## src/hw/rtl/rpmavg_pkg.sv

```systemverilog
// Shared types and constants for the period-to-speed moving average block.
package rpmavg_pkg;

   localparam int DATA_W = 32;
   localparam int WINDOW_DEFAULT = 10;
   localparam logic [DATA_W-1:0] NUMERATOR_RESET = 32'd1000000000;
   localparam logic [DATA_W-1:0] SPEED_SATURATED = '1;

   typedef enum logic [1:0] {
      ST_IDLE,
      ST_SPEED,
      ST_AVG,
      ST_OUT
   } rpmavg_state_type;

   // Window store commands
   typedef struct packed {
      logic rd_en;
      logic update;
   } rpmavg_win_ctl_type;

endpackage

```

## src/hw/rtl/rpmavg_if.sv

```systemverilog
// Item channel interfaces for the request (period) and response (speed) sides.
interface rpmavg_req_if;
   import rpmavg_pkg::*;
   logic              valid;
   logic              ready;
   logic [DATA_W-1:0] period_count;

   modport source (output valid, output period_count, input ready);
   modport sink (input valid, input period_count, output ready);
endinterface

interface rpmavg_rsp_if;
   import rpmavg_pkg::*;
   logic              valid;
   logic              ready;
   logic [DATA_W-1:0] speed_rpm;
   logic [DATA_W-1:0] average_rpm;
   logic              average_valid;

   modport source (output valid, output speed_rpm, output average_rpm, output average_valid,
                   input ready);
   modport sink (input valid, input speed_rpm, input average_rpm, input average_valid,
                 output ready);
endinterface

```

## src/hw/rtl/rpmavg_divider.sv

```systemverilog
// Dividers: a radix-2 restoring divider for the speed and a reciprocal multiply for the average.
module rpmavg_divider
   import rpmavg_pkg::*;
#(
   parameter int DIVIDEND_W = DATA_W
) (
   input  logic                  clock,
   input  logic                  reset,
   input  logic                  start,
   input  logic [DIVIDEND_W-1:0] dividend,
   input  logic [DATA_W-1:0]     divisor,
   output logic                  done,
   output logic [DIVIDEND_W-1:0] quotient
);

   localparam int CNT_W = $clog2(DIVIDEND_W + 1);

   logic                  busy_ff, busy_in;
   logic                  done_ff, done_in;
   logic [CNT_W-1:0]      cnt_ff, cnt_in;
   logic [DATA_W-1:0]     rem_ff, rem_in;
   logic [DATA_W-1:0]     div_ff, div_in;
   logic [DIVIDEND_W-1:0] quo_ff, quo_in;
   logic [DATA_W:0]       trial;
   logic [DATA_W:0]       diff;
   logic                  ge;

   // Shift in the next dividend bit and try the subtraction
   assign trial = {rem_ff, quo_ff[DIVIDEND_W-1]};
   assign diff  = trial - {1'b0, div_ff};
   assign ge    = (trial >= {1'b0, div_ff});

   always_comb begin
      busy_in = busy_ff;
      done_in = 1'b0;
      cnt_in  = cnt_ff;
      rem_in  = rem_ff;
      div_in  = div_ff;
      quo_in  = quo_ff;
      if (start) begin
         busy_in = 1'b1;
         cnt_in  = CNT_W'(DIVIDEND_W);
         rem_in  = '0;
         div_in  = divisor;
         quo_in  = dividend;
      end else if (busy_ff) begin
         rem_in = ge ? diff[DATA_W-1:0] : trial[DATA_W-1:0];
         quo_in = {quo_ff[DIVIDEND_W-2:0], ge};
         cnt_in = cnt_ff - 1'b1;
         if (cnt_ff == CNT_W'(1)) begin
            busy_in = 1'b0;
            done_in = 1'b1;
         end
      end
   end

   // Control state
   always_ff @(posedge clock) begin
      if (reset) begin
         busy_ff <= 1'b0;
         done_ff <= 1'b0;
         cnt_ff  <= '0;
      end else begin
         busy_ff <= busy_in;
         done_ff <= done_in;
         cnt_ff  <= cnt_in;
      end
   end

   // Datapath
   always_ff @(posedge clock) begin
      rem_ff <= rem_in;
      div_ff <= div_in;
      quo_ff <= quo_in;
   end

   assign done     = done_ff;
   assign quotient = quo_ff;

endmodule

// Window average, floor(sum / WINDOW), by multiplying with a rounded-up reciprocal.
// Sum and reciprocal are split in halves; one half-by-half product is added per
// cycle, and done rises once all four have been added.
module rpmavg_avg_div
   import rpmavg_pkg::*;
#(
   parameter int WINDOW = WINDOW_DEFAULT,
   parameter int SUM_W  = DATA_W + $clog2(WINDOW)
) (
   input  logic              clock,
   input  logic              reset,
   input  logic              start,
   input  logic [SUM_W-1:0]  sum,
   output logic              done,
   output logic [DATA_W-1:0] quotient
);

   // floor(2^(SUM_W+SHIFT) / WINDOW) + 1 gives the exact floor for every sum below 2^SUM_W
   localparam int                SHIFT      = $clog2(WINDOW);
   localparam int                HALF_W     = (SUM_W + 2) / 2;
   localparam int                OPND_W     = 2 * HALF_W;
   localparam int                ACC_W      = 2 * OPND_W;
   localparam logic [63:0]       RECIP_FULL = ((64'd1 << (SUM_W + SHIFT)) / 64'(WINDOW))
                                              + 64'd1;
   localparam logic [OPND_W-1:0] RECIP      = RECIP_FULL[OPND_W-1:0];

   logic              busy_ff, busy_in;
   logic              done_ff, done_in;
   logic [1:0]        step_ff, step_in;
   logic [OPND_W-1:0] sum_ff, sum_in;
   logic [ACC_W-1:0]  acc_ff, acc_in;
   logic [HALF_W-1:0] a_part;
   logic [HALF_W-1:0] b_part;
   logic [OPND_W-1:0] part_prod;
   logic [ACC_W-1:0]  part_ext;
   logic [ACC_W-1:0]  part_shifted;

   // Step bit 0 picks the half of the sum, bit 1 the half of the reciprocal
   assign a_part    = step_ff[0] ? sum_ff[OPND_W-1:HALF_W] : sum_ff[HALF_W-1:0];
   assign b_part    = step_ff[1] ? RECIP[OPND_W-1:HALF_W] : RECIP[HALF_W-1:0];
   assign part_prod = {{HALF_W{1'b0}}, a_part} * {{HALF_W{1'b0}}, b_part};
   assign part_ext  = ACC_W'(part_prod);

   // Weight the partial product by the halves it came from
   always_comb begin
      unique case (step_ff)
         2'd0:    part_shifted = part_ext;
         2'd3:    part_shifted = part_ext << OPND_W;
         default: part_shifted = part_ext << HALF_W;
      endcase
   end

   always_comb begin
      busy_in = busy_ff;
      done_in = 1'b0;
      step_in = step_ff;
      sum_in  = sum_ff;
      acc_in  = acc_ff;
      if (start) begin
         busy_in = 1'b1;
         step_in = '0;
         sum_in  = OPND_W'(sum);
         acc_in  = '0;
      end else if (busy_ff) begin
         acc_in  = acc_ff + part_shifted;
         step_in = step_ff + 1'b1;
         if (&step_ff) begin
            busy_in = 1'b0;
            done_in = 1'b1;
         end
      end
   end

   // Control state
   always_ff @(posedge clock) begin
      if (reset) begin
         busy_ff <= 1'b0;
         done_ff <= 1'b0;
         step_ff <= '0;
      end else begin
         busy_ff <= busy_in;
         done_ff <= done_in;
         step_ff <= step_in;
      end
   end

   // Datapath
   always_ff @(posedge clock) begin
      sum_ff <= sum_in;
      acc_ff <= acc_in;
   end

   assign done     = done_ff;
   assign quotient = acc_ff[SUM_W+SHIFT +: DATA_W];

endmodule

```

## src/hw/rtl/rpmavg_window.sv

```systemverilog
// Circular speed window in a synchronous memory, with running sum and fill count.
module rpmavg_window
   import rpmavg_pkg::*;
#(
   parameter int WINDOW = WINDOW_DEFAULT,
   parameter int SUM_W  = DATA_W + $clog2(WINDOW)
) (
   input  logic               clock,
   input  logic               reset,
   input  rpmavg_win_ctl_type ctl,
   input  logic [DATA_W-1:0]  speed,
   output logic               full,
   output logic [SUM_W-1:0]   sum_next
);

   localparam int IDX_W  = $clog2(WINDOW);
   localparam int FILL_W = $clog2(WINDOW + 1);

   logic [DATA_W-1:0] mem [WINDOW];
   logic [DATA_W-1:0] old_ff;
   logic [IDX_W-1:0]  ptr_ff, ptr_in;
   logic [FILL_W-1:0] fill_ff, fill_in;
   logic [SUM_W-1:0]  sum_ff, sum_in;

   // Read the oldest entry at item start, overwrite it on update
   always_ff @(posedge clock) begin
      if (ctl.rd_en) begin
         old_ff <= mem[ptr_ff];
      end
      if (ctl.update) begin
         mem[ptr_ff] <= speed;
      end
   end

   assign full = (fill_ff == FILL_W'(WINDOW));

   // Swap the oldest speed for the new one once the window is full
   assign sum_next = full ? (sum_ff - SUM_W'(old_ff) + SUM_W'(speed))
                          : (sum_ff + SUM_W'(speed));

   always_comb begin
      ptr_in  = ptr_ff;
      fill_in = fill_ff;
      sum_in  = sum_ff;
      if (ctl.update) begin
         ptr_in = (ptr_ff == IDX_W'(WINDOW - 1)) ? '0 : ptr_ff + 1'b1;
         sum_in = sum_next;
         if (!full) begin
            fill_in = fill_ff + 1'b1;
         end
      end
   end

   always_ff @(posedge clock) begin
      if (reset) begin
         ptr_ff  <= '0;
         fill_ff <= '0;
         sum_ff  <= '0;
      end else begin
         ptr_ff  <= ptr_in;
         fill_ff <= fill_in;
         sum_ff  <= sum_in;
      end
   end

endmodule

```

## src/hw/rtl/rpm_from_period_moving_average.sv

```systemverilog
// Each period item gives one response: speed = numerator / period (all ones for a
// zero period), plus a boxcar average of the last WINDOW speeds. The average reads
// zero with average_valid low until WINDOW speeds have been stored and one more
// item arrives; from then on every item refreshes it. Items are handled one at a
// time. The speed comes from a radix-2 divider that yields one bit of the 32-bit
// quotient per cycle, and the average from a reciprocal multiply that adds four
// partial products, one per cycle. An item is accepted in the idle state, then
// passes through the divider and, once the window is full, the average, and is
// loaded into the response register before the next item is accepted. A response
// still waiting in the output register when the next one is ready stalls the
// block until it is taken. The window lives in a one-port-read, one-port-write
// memory indexed by a circular pointer, and a running sum replaces a walk over it.
// The response is held in an output register, so a new item can be taken while
// the previous response waits. The numerator register resets to 1000000000.
module rpm_from_period_moving_average
   import rpmavg_pkg::*;
#(
   parameter int WINDOW = WINDOW_DEFAULT
) (
   input  logic              clock,
   input  logic              reset,
   rpmavg_req_if.sink        req_chan,
   rpmavg_rsp_if.source      rsp_chan,
   input  logic              csr_wr_en,
   input  logic [DATA_W-1:0] csr_wr_data
);

   localparam int SUM_W = DATA_W + $clog2(WINDOW);

   rpmavg_state_type   state_ff, state_in;
   rpmavg_win_ctl_type win_ctl;

   logic [DATA_W-1:0] numerator_ff;
   logic              zero_ff;
   logic [DATA_W-1:0] speed_ff;
   logic [DATA_W-1:0] avg_ff;
   logic              valid_ff;
   logic              rsp_valid_ff;
   logic [DATA_W-1:0] rsp_speed_ff;
   logic [DATA_W-1:0] rsp_avg_ff;
   logic              rsp_avg_valid_ff;

   logic              accept;
   logic              rsp_free;
   logic              rsp_load;
   logic              div_start;
   logic              div_done;
   logic [DATA_W-1:0] div_quotient;
   logic              avg_start;
   logic              avg_done;
   logic [DATA_W-1:0] avg_quotient;
   logic [DATA_W-1:0] speed_cur;
   logic              win_full;
   logic [SUM_W-1:0]  sum_next;

   assign accept   = req_chan.valid && req_chan.ready;
   assign rsp_free = !rsp_valid_ff || rsp_chan.ready;

   // Saturate the speed for a zero period
   assign speed_cur = zero_ff ? SPEED_SATURATED : div_quotient;

   // Next state
   always_comb begin
      state_in = state_ff;
      unique case (state_ff)
         ST_IDLE: begin
            if (req_chan.valid) state_in = ST_SPEED;
         end
         ST_SPEED: begin
            if (div_done) state_in = win_full ? ST_AVG : ST_OUT;
         end
         ST_AVG: begin
            if (avg_done) state_in = ST_OUT;
         end
         ST_OUT: begin
            if (rsp_free) state_in = ST_IDLE;
         end
         default: state_in = ST_IDLE;
      endcase
   end

   // State outputs
   always_comb begin
      req_chan.ready  = 1'b0;
      div_start       = 1'b0;
      avg_start       = 1'b0;
      win_ctl.rd_en   = 1'b0;
      win_ctl.update  = 1'b0;
      rsp_load        = 1'b0;
      unique case (state_ff)
         ST_IDLE: begin
            req_chan.ready = 1'b1;
            div_start      = req_chan.valid;
            win_ctl.rd_en  = req_chan.valid;
         end
         ST_SPEED: begin
            win_ctl.update = div_done;
            avg_start      = div_done && win_full;
         end
         ST_AVG: begin
         end
         ST_OUT: begin
            rsp_load = rsp_free;
         end
         default: begin
         end
      endcase
   end

   rpmavg_divider #(
      .DIVIDEND_W (DATA_W)
   ) u_divider (
      .clock    (clock),
      .reset    (reset),
      .start    (div_start),
      .dividend (numerator_ff),
      .divisor  (req_chan.period_count),
      .done     (div_done),
      .quotient (div_quotient)
   );

   rpmavg_avg_div #(
      .WINDOW (WINDOW),
      .SUM_W  (SUM_W)
   ) u_avg_div (
      .clock    (clock),
      .reset    (reset),
      .start    (avg_start),
      .sum      (sum_next),
      .done     (avg_done),
      .quotient (avg_quotient)
   );

   rpmavg_window #(
      .WINDOW (WINDOW),
      .SUM_W  (SUM_W)
   ) u_window (
      .clock    (clock),
      .reset    (reset),
      .ctl      (win_ctl),
      .speed    (speed_cur),
      .full     (win_full),
      .sum_next (sum_next)
   );

   // Control state, numerator, held average and response valid
   always_ff @(posedge clock) begin
      if (reset) begin
         state_ff     <= ST_IDLE;
         numerator_ff <= NUMERATOR_RESET;
         avg_ff       <= '0;
         valid_ff     <= 1'b0;
         rsp_valid_ff <= 1'b0;
      end else begin
         state_ff <= state_in;
         if (csr_wr_en) begin
            numerator_ff <= csr_wr_data;
         end
         if (state_ff == ST_AVG && avg_done) begin
            avg_ff   <= avg_quotient;
            valid_ff <= 1'b1;
         end
         if (rsp_load) begin
            rsp_valid_ff <= 1'b1;
         end else if (rsp_chan.ready) begin
            rsp_valid_ff <= 1'b0;
         end
      end
   end

   // Payload registers
   always_ff @(posedge clock) begin
      if (accept) begin
         zero_ff <= (req_chan.period_count == '0);
      end
      if (win_ctl.update) begin
         speed_ff <= speed_cur;
      end
      if (rsp_load) begin
         rsp_speed_ff     <= speed_ff;
         rsp_avg_ff       <= avg_ff;
         rsp_avg_valid_ff <= valid_ff;
      end
   end

   assign rsp_chan.valid         = rsp_valid_ff;
   assign rsp_chan.speed_rpm     = rsp_speed_ff;
   assign rsp_chan.average_rpm   = rsp_avg_ff;
   assign rsp_chan.average_valid = rsp_avg_valid_ff;

endmodule

```

## src/flat_wrapper.sv

```systemverilog
// flat-port wrapper written by rule: the top's interface ports become plain ports
module rpm_from_period_moving_average_flat import rpmavg_pkg::*;
#(
   parameter int WINDOW = WINDOW_DEFAULT
)
  (clock, reset, csr_wr_en, csr_wr_data, req_chan_valid, req_chan_period_count, req_chan_ready, rsp_chan_valid, rsp_chan_speed_rpm, rsp_chan_average_rpm, rsp_chan_average_valid, rsp_chan_ready);
  rpmavg_req_if req_chan_i ();
  rpmavg_rsp_if rsp_chan_i ();
  input  logic clock;
  input  logic reset;
  input  logic csr_wr_en;
  input  logic [DATA_W-1:0] csr_wr_data;
  input wire logic [$bits(req_chan_i.valid)-1:0] req_chan_valid;
  input wire logic [$bits(req_chan_i.period_count)-1:0] req_chan_period_count;
  output wire logic [$bits(req_chan_i.ready)-1:0] req_chan_ready;
  output wire logic [$bits(rsp_chan_i.valid)-1:0] rsp_chan_valid;
  output wire logic [$bits(rsp_chan_i.speed_rpm)-1:0] rsp_chan_speed_rpm;
  output wire logic [$bits(rsp_chan_i.average_rpm)-1:0] rsp_chan_average_rpm;
  output wire logic [$bits(rsp_chan_i.average_valid)-1:0] rsp_chan_average_valid;
  input wire logic [$bits(rsp_chan_i.ready)-1:0] rsp_chan_ready;
  assign req_chan_i.valid = req_chan_valid;
  assign req_chan_i.period_count = req_chan_period_count;
  assign req_chan_ready = req_chan_i.ready;
  assign rsp_chan_valid = rsp_chan_i.valid;
  assign rsp_chan_speed_rpm = rsp_chan_i.speed_rpm;
  assign rsp_chan_average_rpm = rsp_chan_i.average_rpm;
  assign rsp_chan_average_valid = rsp_chan_i.average_valid;
  assign rsp_chan_i.ready = rsp_chan_ready;
  rpm_from_period_moving_average #(.WINDOW(WINDOW)) u_core (.clock(clock), .reset(reset), .req_chan(req_chan_i), .rsp_chan(rsp_chan_i), .csr_wr_en(csr_wr_en), .csr_wr_data(csr_wr_data));
endmodule
```

## config.mk

```make
export PLATFORM = sky130hd
export DESIGN_NAME = rpm_from_period_moving_average_flat
export DESIGN_NICKNAME = d
export VERILOG_FILES = /design/src/hw/rtl/rpmavg_pkg.sv /design/src/hw/rtl/rpmavg_if.sv /design/src/hw/rtl/rpmavg_divider.sv /design/src/hw/rtl/rpmavg_window.sv /design/src/hw/rtl/rpm_from_period_moving_average.sv /design/src/flat_wrapper.sv
export SDC_FILE = /design/constraint.sdc
export NUM_CORES = 2
export LEC_CHECK = 0
export CORE_MARGIN = 2
export CORE_UTILIZATION = 30
export CTS_CLUSTER_DIAMETER = 120
export DETAILED_ROUTE_END_ITERATION = 16
export DONT_BUFFER_PORTS = 1
export PLACE_DENSITY = 0.46
export SLEW_MARGIN = 25
export SYNTH_ARGS = -nofsm -noshare
export SYNTH_HDL_FRONTEND = slang
export SYNTH_SLANG_ARGS = --single-unit
```

## constraint.sdc

```tcl
create_clock -name clock -period 9.23 [get_ports clock]
set_clock_uncertainty 0.2 [all_clocks]
set_input_delay 1.846 -clock clock [delete_from_list [all_inputs] [get_ports clock]]
set_output_delay 1.846 -clock clock [all_outputs]
set_load 0.005 [all_outputs]
```

======== After elaboration in Yosys (flattened, before gate mapping) ========
Memories as Yosys holds them, arrays and structs flattened. A register that Yosys moved wholly into a read port is not among the register bits.
Index checks and enable logic that the tools add are counted.
storage, ports and cells
  logic and storage cells ................. 102
  memories kept ........................... 1
  register bits ........................... 430
  memory bits (writable) .................. 320
operators by class
  $add $sub $neg .......................... 9
  bitwise operators ....................... 3
  multipliers ............................. 1
  reductions and logical operators ........ 17
  $lt $le $gt $ge ......................... 1
  muxes and demuxes ....................... 34
  equal/unequal tests ..................... 11
memories
  name                 depth  width  rd ports  clocked after Yosys merged registers in  write ports  line                 RTL
  u_core.u_window.mem  10     32     1         1                                        1            rpmavg_window.sv:19  logic [DATA_W-1:0] mem [WINDOW];
operators with widths
  operator                                              count
  one-hot mux 75 bit (2 select lines)                   1
  2-to-1 mux 32 bit                                     4
  adder 76 x 75 -> 76 bit                               1
  adder 36 x 32 -> 36 bit                               2
  multiplier 19 x 18 -> 37 bit                          1
  2-to-1 mux 36 bit                                     1
  subtractor 36 x 32 -> 36 bit                          1
  greater-or-equal comparator 33 x 32 -> 1 bit          1
  zero test 32 bit                                      1
  subtractor 32 bit                                     1
  2-to-1 mux 19 bit                                     1
  2-to-1 mux 1 bit                                      18
  2-to-1 mux 18 bit                                     1
  2-to-1 mux 6 bit                                      2
  adder 4 x 1 -> 4 bit (second input constant)          2
  equality test 4 bit (second input constant)           2
  2-to-1 mux 2 bit                                      4
  one-hot mux 2 bit (4 select lines)                    1
  equality test 2 bit (second input constant)           3
  equality test 6 x 1 -> 1 bit (second input constant)  1
  inequality test 2 bit (second input constant)         3
  OR reduction 3 bit                                    2
  subtractor 6 x 1 -> 6 bit (second input constant)     1
  zero test 2 bit                                       2
  12 further kinds                                      19

======== Longest topological paths before layout ========
  depth in word-level cells ............... 4
  gate-level depth with buffers ........... 41
  gate-level depth less buffers ........... 40

======== By module ========
Synthesis repeated with hierarchy kept, for this count alone.
second synthesis, totals
  cells, all modules ...................... 4590
  area, all modules ....................... 49238.5 µm²
modules (own cells, without submodules)
  module                          seq. area each (µm²)  cells each  instances  area an instance (µm²)
  rpmavg_window                   11451.0               1506        1          19936.6
  rpmavg_avg_div                  2602.5                2060        1          17460.5
  rpmavg_divider                  2722.6                605         1          6092.1
  rpm_from_period_moving_average  4304.1                419         1          5749.3

======== Worst setup path after synthesis ========
Ideal clock, no wire load.
  path type ............................... reg2reg
  start ................................... reg u_core.u_avg_div.step_ff[0]
  end ..................................... reg u_core.u_avg_div.acc_ff[70]
  cell stages (with the launch flop) ...... 36
  setup time .............................. 0.127 ns
  arrival time ............................ 9.459 ns
  path slack .............................. -0.556 ns
  period minus slack after synthesis ...... 9.786 ns
  path through ............................ dfxtp_1 -> buf_1 -> clkbuf_1 -> mux2i_1 -> inv_1 -> fa_1 -> inv_1 -> fa_1 -> fa_1 -> inv_1 -> fa_1 -> fa_1 -> inv_1 -> fa_1 -> inv_1 -> ha_1 -> o21a_1 -> a21oi_1 -> nor2_1 -> a2111oi_4 -> o21ai_1 -> or4_1 -> nand2_1 -> xnor2_1 -> a22o_1 -> ha_1 -> clkbuf_1 -> nand2_1 -> or3_1 -> or4_1 -> o21ai_1 -> a21oi_1 -> o211ai_1 -> nand4_1 -> mux2i_1 -> or3_1
between the ends
  longest elaborated chain between the ends .. 4
RTL lines
  item                                   line                   RTL
  from (decl)                            rpmavg_divider.sv:110  logic [1:0] step_ff, step_in;
  from (signal assigned)                 rpmavg_divider.sv:164  step_ff <= step_in;
  2-to-1 mux 19 bit                      rpmavg_divider.sv:120  assign a_part = step_ff[0] ? sum_ff[OPND_W-1:HALF_W] : sum_ff[HALF_W-1:0];
  multiplier 19 x 18 -> 37 bit           rpmavg_divider.sv:122  assign part_prod = {{HALF_W{1'b0}}, a_part} * {{HALF_W{1'b0}}, b_part};
  one-hot mux 75 bit (2 select lines) *  rpmavg_divider.sv:127  unique case (step_ff)
  adder 76 x 75 -> 76 bit *              rpmavg_divider.sv:146  acc_in = acc_ff + part_shifted;
  to (signal assigned)                   rpmavg_divider.sv:171  acc_ff <= acc_in;
  to (decl)                              rpmavg_divider.sv:112  logic [ACC_W-1:0] acc_ff, acc_in;
Mark *: on every way between the ends. The rest lies on a longest branch, timed or not.
A chain may end at the register's enable or synchronous reset.

======== Worst setup path in the final report ========
Same ends and word-level chain as after synthesis.

==> qor.csv <==
metric,value,unit
yosys.area.top_type,edfxtp_1,
rows,145,
status,"complete, no violations",
grt_max_degree,120,
drc,0,
grt_usage,16.3,%
synth_area_per_cell,10.9,sq um
critPathKind,reg2reg,
n_antenna_cell,0,
drt_wl_total,133000,microns
clockRootBuffer,clkbuf_16,
die_x,401,microns
routed_wire_length_per_instance,19.6,microns
power,13.9,mW
htree_num_levels,3,
peakVddDrop,0.000198,V
worstPathRequired,9620,ps
worstSkewPairLatency,710,ps
yosysWarnings,0,
antenna_found_initial,1,
critPathMaxStageDelay,560,ps
min-delay-start,u_core.speed_ff[23],
synth-main-ff-cell,edfxtp_1,
yosysSeqAreaShare,44.5,%
portBuffers,0,
hold_depth,0,
critPathSlowestCell,fa_2,
final_nets,5274,
grt_pass1_vias,33700,
dp_hpwl,98700,microns
synthCells,4365,
drv_cap,0,
hold_viol,0,
worstMarginPinSlew,1010,ps
whs_endpoint,u_core.rsp_chan.speed_rpm[23],
layout-drive-gt1-share,17.1,%
yosys_register_bits,778,
synth_top_area_share,34.8,%
r2r-start,u_core.u_avg_div.step_ff[0],
die_area,161000,sq um
route.vias.total,32900,
coreArea,157000,sq um
via_per_inst,4.84,
p_leak,22.7,nW
initial_utilization,30.3,%
reg2reg_depth,36,
finalCoreUtilization,35.8,%
rrSetupSlack,90,ps
clock_path_buffers,3,
cts.sinks,778,
synth_cell_types,79,
synth_edf_count,550,
cts_tree,yes,
grt-ovfl-total,0,
cp.arrival,9520,ps
setup_violations,0,
rsz0062_at_grt,yes,
path_clk_slew,60,ps
cts_buffers,89,
path_max_fanout,6,
regToRegEndpoint,u_core.u_avg_div.acc_ff[70],
start_kind,flip-flop,
hold_ws,214,ps
async_reset_ff_share,0,%
die_y,401,microns
firstDrtPassIters,5,
place_congestion,0.900,
hold_class,reg2reg,
area_growth,18.4,%
synth.area.top_cells,"edfxtp_1, dfxtp_1, ha_1",
timing.fmax,0.109,GHz
antenna_left,0,
pin_count,136,
worstSetupEndpointType,flip-flop,
cp_common_cell,fa_1,
fin_crit_sh,99.0,%
syn_area,47400,sq um
drv_slew,0,
drt_iter0_drc,1730,
grt_pass1_wl,205000,microns
period_needed,9140,ps
slew_headroom,32.1,%
power.density,247,nW/um^2
==> layer usage <==
metal  global-route usage [%]  share of wire (%)  vias up
li1                         -                  -    16000
met1                     22.0                 47    16300
met5                        0                  0        -
met3                     2.12                3.3      130
met4                     3.99                1.9        0
met2                     27.5                 48      475
==> state kept, by name, summed over array words and instances (netlist names), 36 cells and up <==
register / count
u_core.u_avg_div.acc_ff: 72
u_core.u_window.sum_ff: 36
u_core.u_avg_div.sum_ff: 36
u_core.u_window.mem: 320
==> cell families (layout without fill, tap and decap cells) <==
logic type	Yosys count	after routing	share of synthesized area [%]
and+or+nand+nor	1115	1115	10.8
AOI/OAI and AO/OA	895	895	12.2
DFF	778	778	44.5
buffers and inverters	624	975	4.96
adders and majority gates	551	551	17.9
muxes	207	207	6.07
xor gates and xnor gates	193	193	3.57
other	2	17	0.0158
==> worst max path at each step <==
stage                                startpoint                          end  slack [ps]
finish              u_core.u_avg_div.step_ff[0]  u_core.u_avg_div.acc_ff[70]          90
global route        u_core.u_avg_div.step_ff[0]  u_core.u_avg_div.acc_ff[71]        -200
CTS                 u_core.u_avg_div.step_ff[0]  u_core.u_avg_div.acc_ff[70]         -50
detailed placement  u_core.u_avg_div.step_ff[0]  u_core.u_avg_div.acc_ff[70]        -400
global placement    u_core.u_avg_div.step_ff[0]  u_core.u_avg_div.acc_ff[71]        -230
floorplan           u_core.u_avg_div.step_ff[0]  u_core.u_avg_div.acc_ff[70]           5
==> worst max-delay path: cells and delay by family (launching register included) <==
kind,cells,cell delay [ps]
flops,1,350
simple gates,9,2180
compound gates,8,1540
mux,2,450
xor+xnor,1,70
buf+inv,8,700
fa+ha+maj,8,3550
==> what timing repair did <==
item	in CTS	in global routing
endpoints found under the setup margin	27	37
pin swaps	4	104
resized for setup	35	160
hold buffers	0	0
buffers inserted	0	21
==> per-stage QoR <==
step	std cells	setup TNS (ps)	area, sq um	setup slack, ps
2_1_floorplan	4380	0	47500	5.19
3_3_place_gp	6599	-1550	52100	-231
3_5_place_dp	6600	-5440	52100	-402
4_1_cts	6768	-47.0	55200	-47.0
5_1_grt	6789	-1930	56100	-201
6_report	6789	0	56100	94.6
==> cell usage after synthesis, drive strengths merged (7+ instances only) <==
master and count:
nand2b 24, nor3 53, edfxtp 550, or3 17, a211oi 68, o31ai 19
inv 425, o21a 32, o21ai 143, mux2i 140, and4 11, a211o 23
a31oi 27, dfxtp 228, and2 31, a311oi 7, nor4 18, mux4 64
nor2b 77, nand4 50, a31o 8, buf 36, ha 340, a2111oi 7
a22o 26, or2 41, nand2 391, fa 211, xor2 71, o221ai 7
a21oi 314, o211ai 23, and3 17, clkbuf 160, a21o 99, o21bai 39
o22ai 9, nor2 316, xnor2 122, nand3 57
==> cell usage in the layout (no fill, tap or decap), types with 24 or more instances in the layout <==
| cell type | Yosys | final |
|---|---|---|
| a211oi_1 | 68 | 68 |
| nor2b_1 | 77 | 75 |
| or2_2 | 41 | 41 |
| a31oi_1 | 26 | 24 |
| and2_1 | 30 | 28 |
| fa_1 | 211 | 200 |
| dfxtp_1 | 228 | 221 |
| edfxtp_1 | 550 | 550 |
| o21a_1 | 32 | 31 |
| ha_1 | 340 | 321 |
| o21ai_0 | 133 | 121 |
| nor3_1 | 53 | 48 |
| a21o_1 | 99 | 99 |
| nand2b_1 | 24 | 24 |
| nand4_1 | 50 | 50 |
| clkbuf_16 | 0 | 89 |
| xnor2_1 | 122 | 115 |
| buf_4 | 0 | 370 |
| nand2_1 | 391 | 379 |
| mux4_2 | 64 | 64 |
| mux2i_1 | 140 | 133 |
| xor2_1 | 71 | 68 |
| a21oi_1 | 313 | 295 |
| nor2_1 | 316 | 296 |
| nand3_1 | 57 | 56 |
| inv_1 | 425 | 409 |
| o21bai_1 | 39 | 37 |
==> report_power, final <==
group,leakage (nW),internal (mW),total (mW),switching [mW]
combinational,14.5,2.34,5.64,3.29
sequential,6.86,4.39,4.66,0.277
clock,1.44,2.04,3.56,1.52
total,22.7,8.77,13.9,5.09
==> final cells by class <==
class / count / area [sq um]
Multi-Input combinational cell: 2978 / 25000
Sequential cell: 778 / 21100
Inverter: 428 / 1620
Tap cell: 2058 / 2570
Fill cell: 15700 / 100000
Clock inverter: 53 / 561
Timing Repair Buffer: 379 / 2920
Clock buffer: 115 / 2370
No activity file was read; power rests on OpenSTA's default activity.
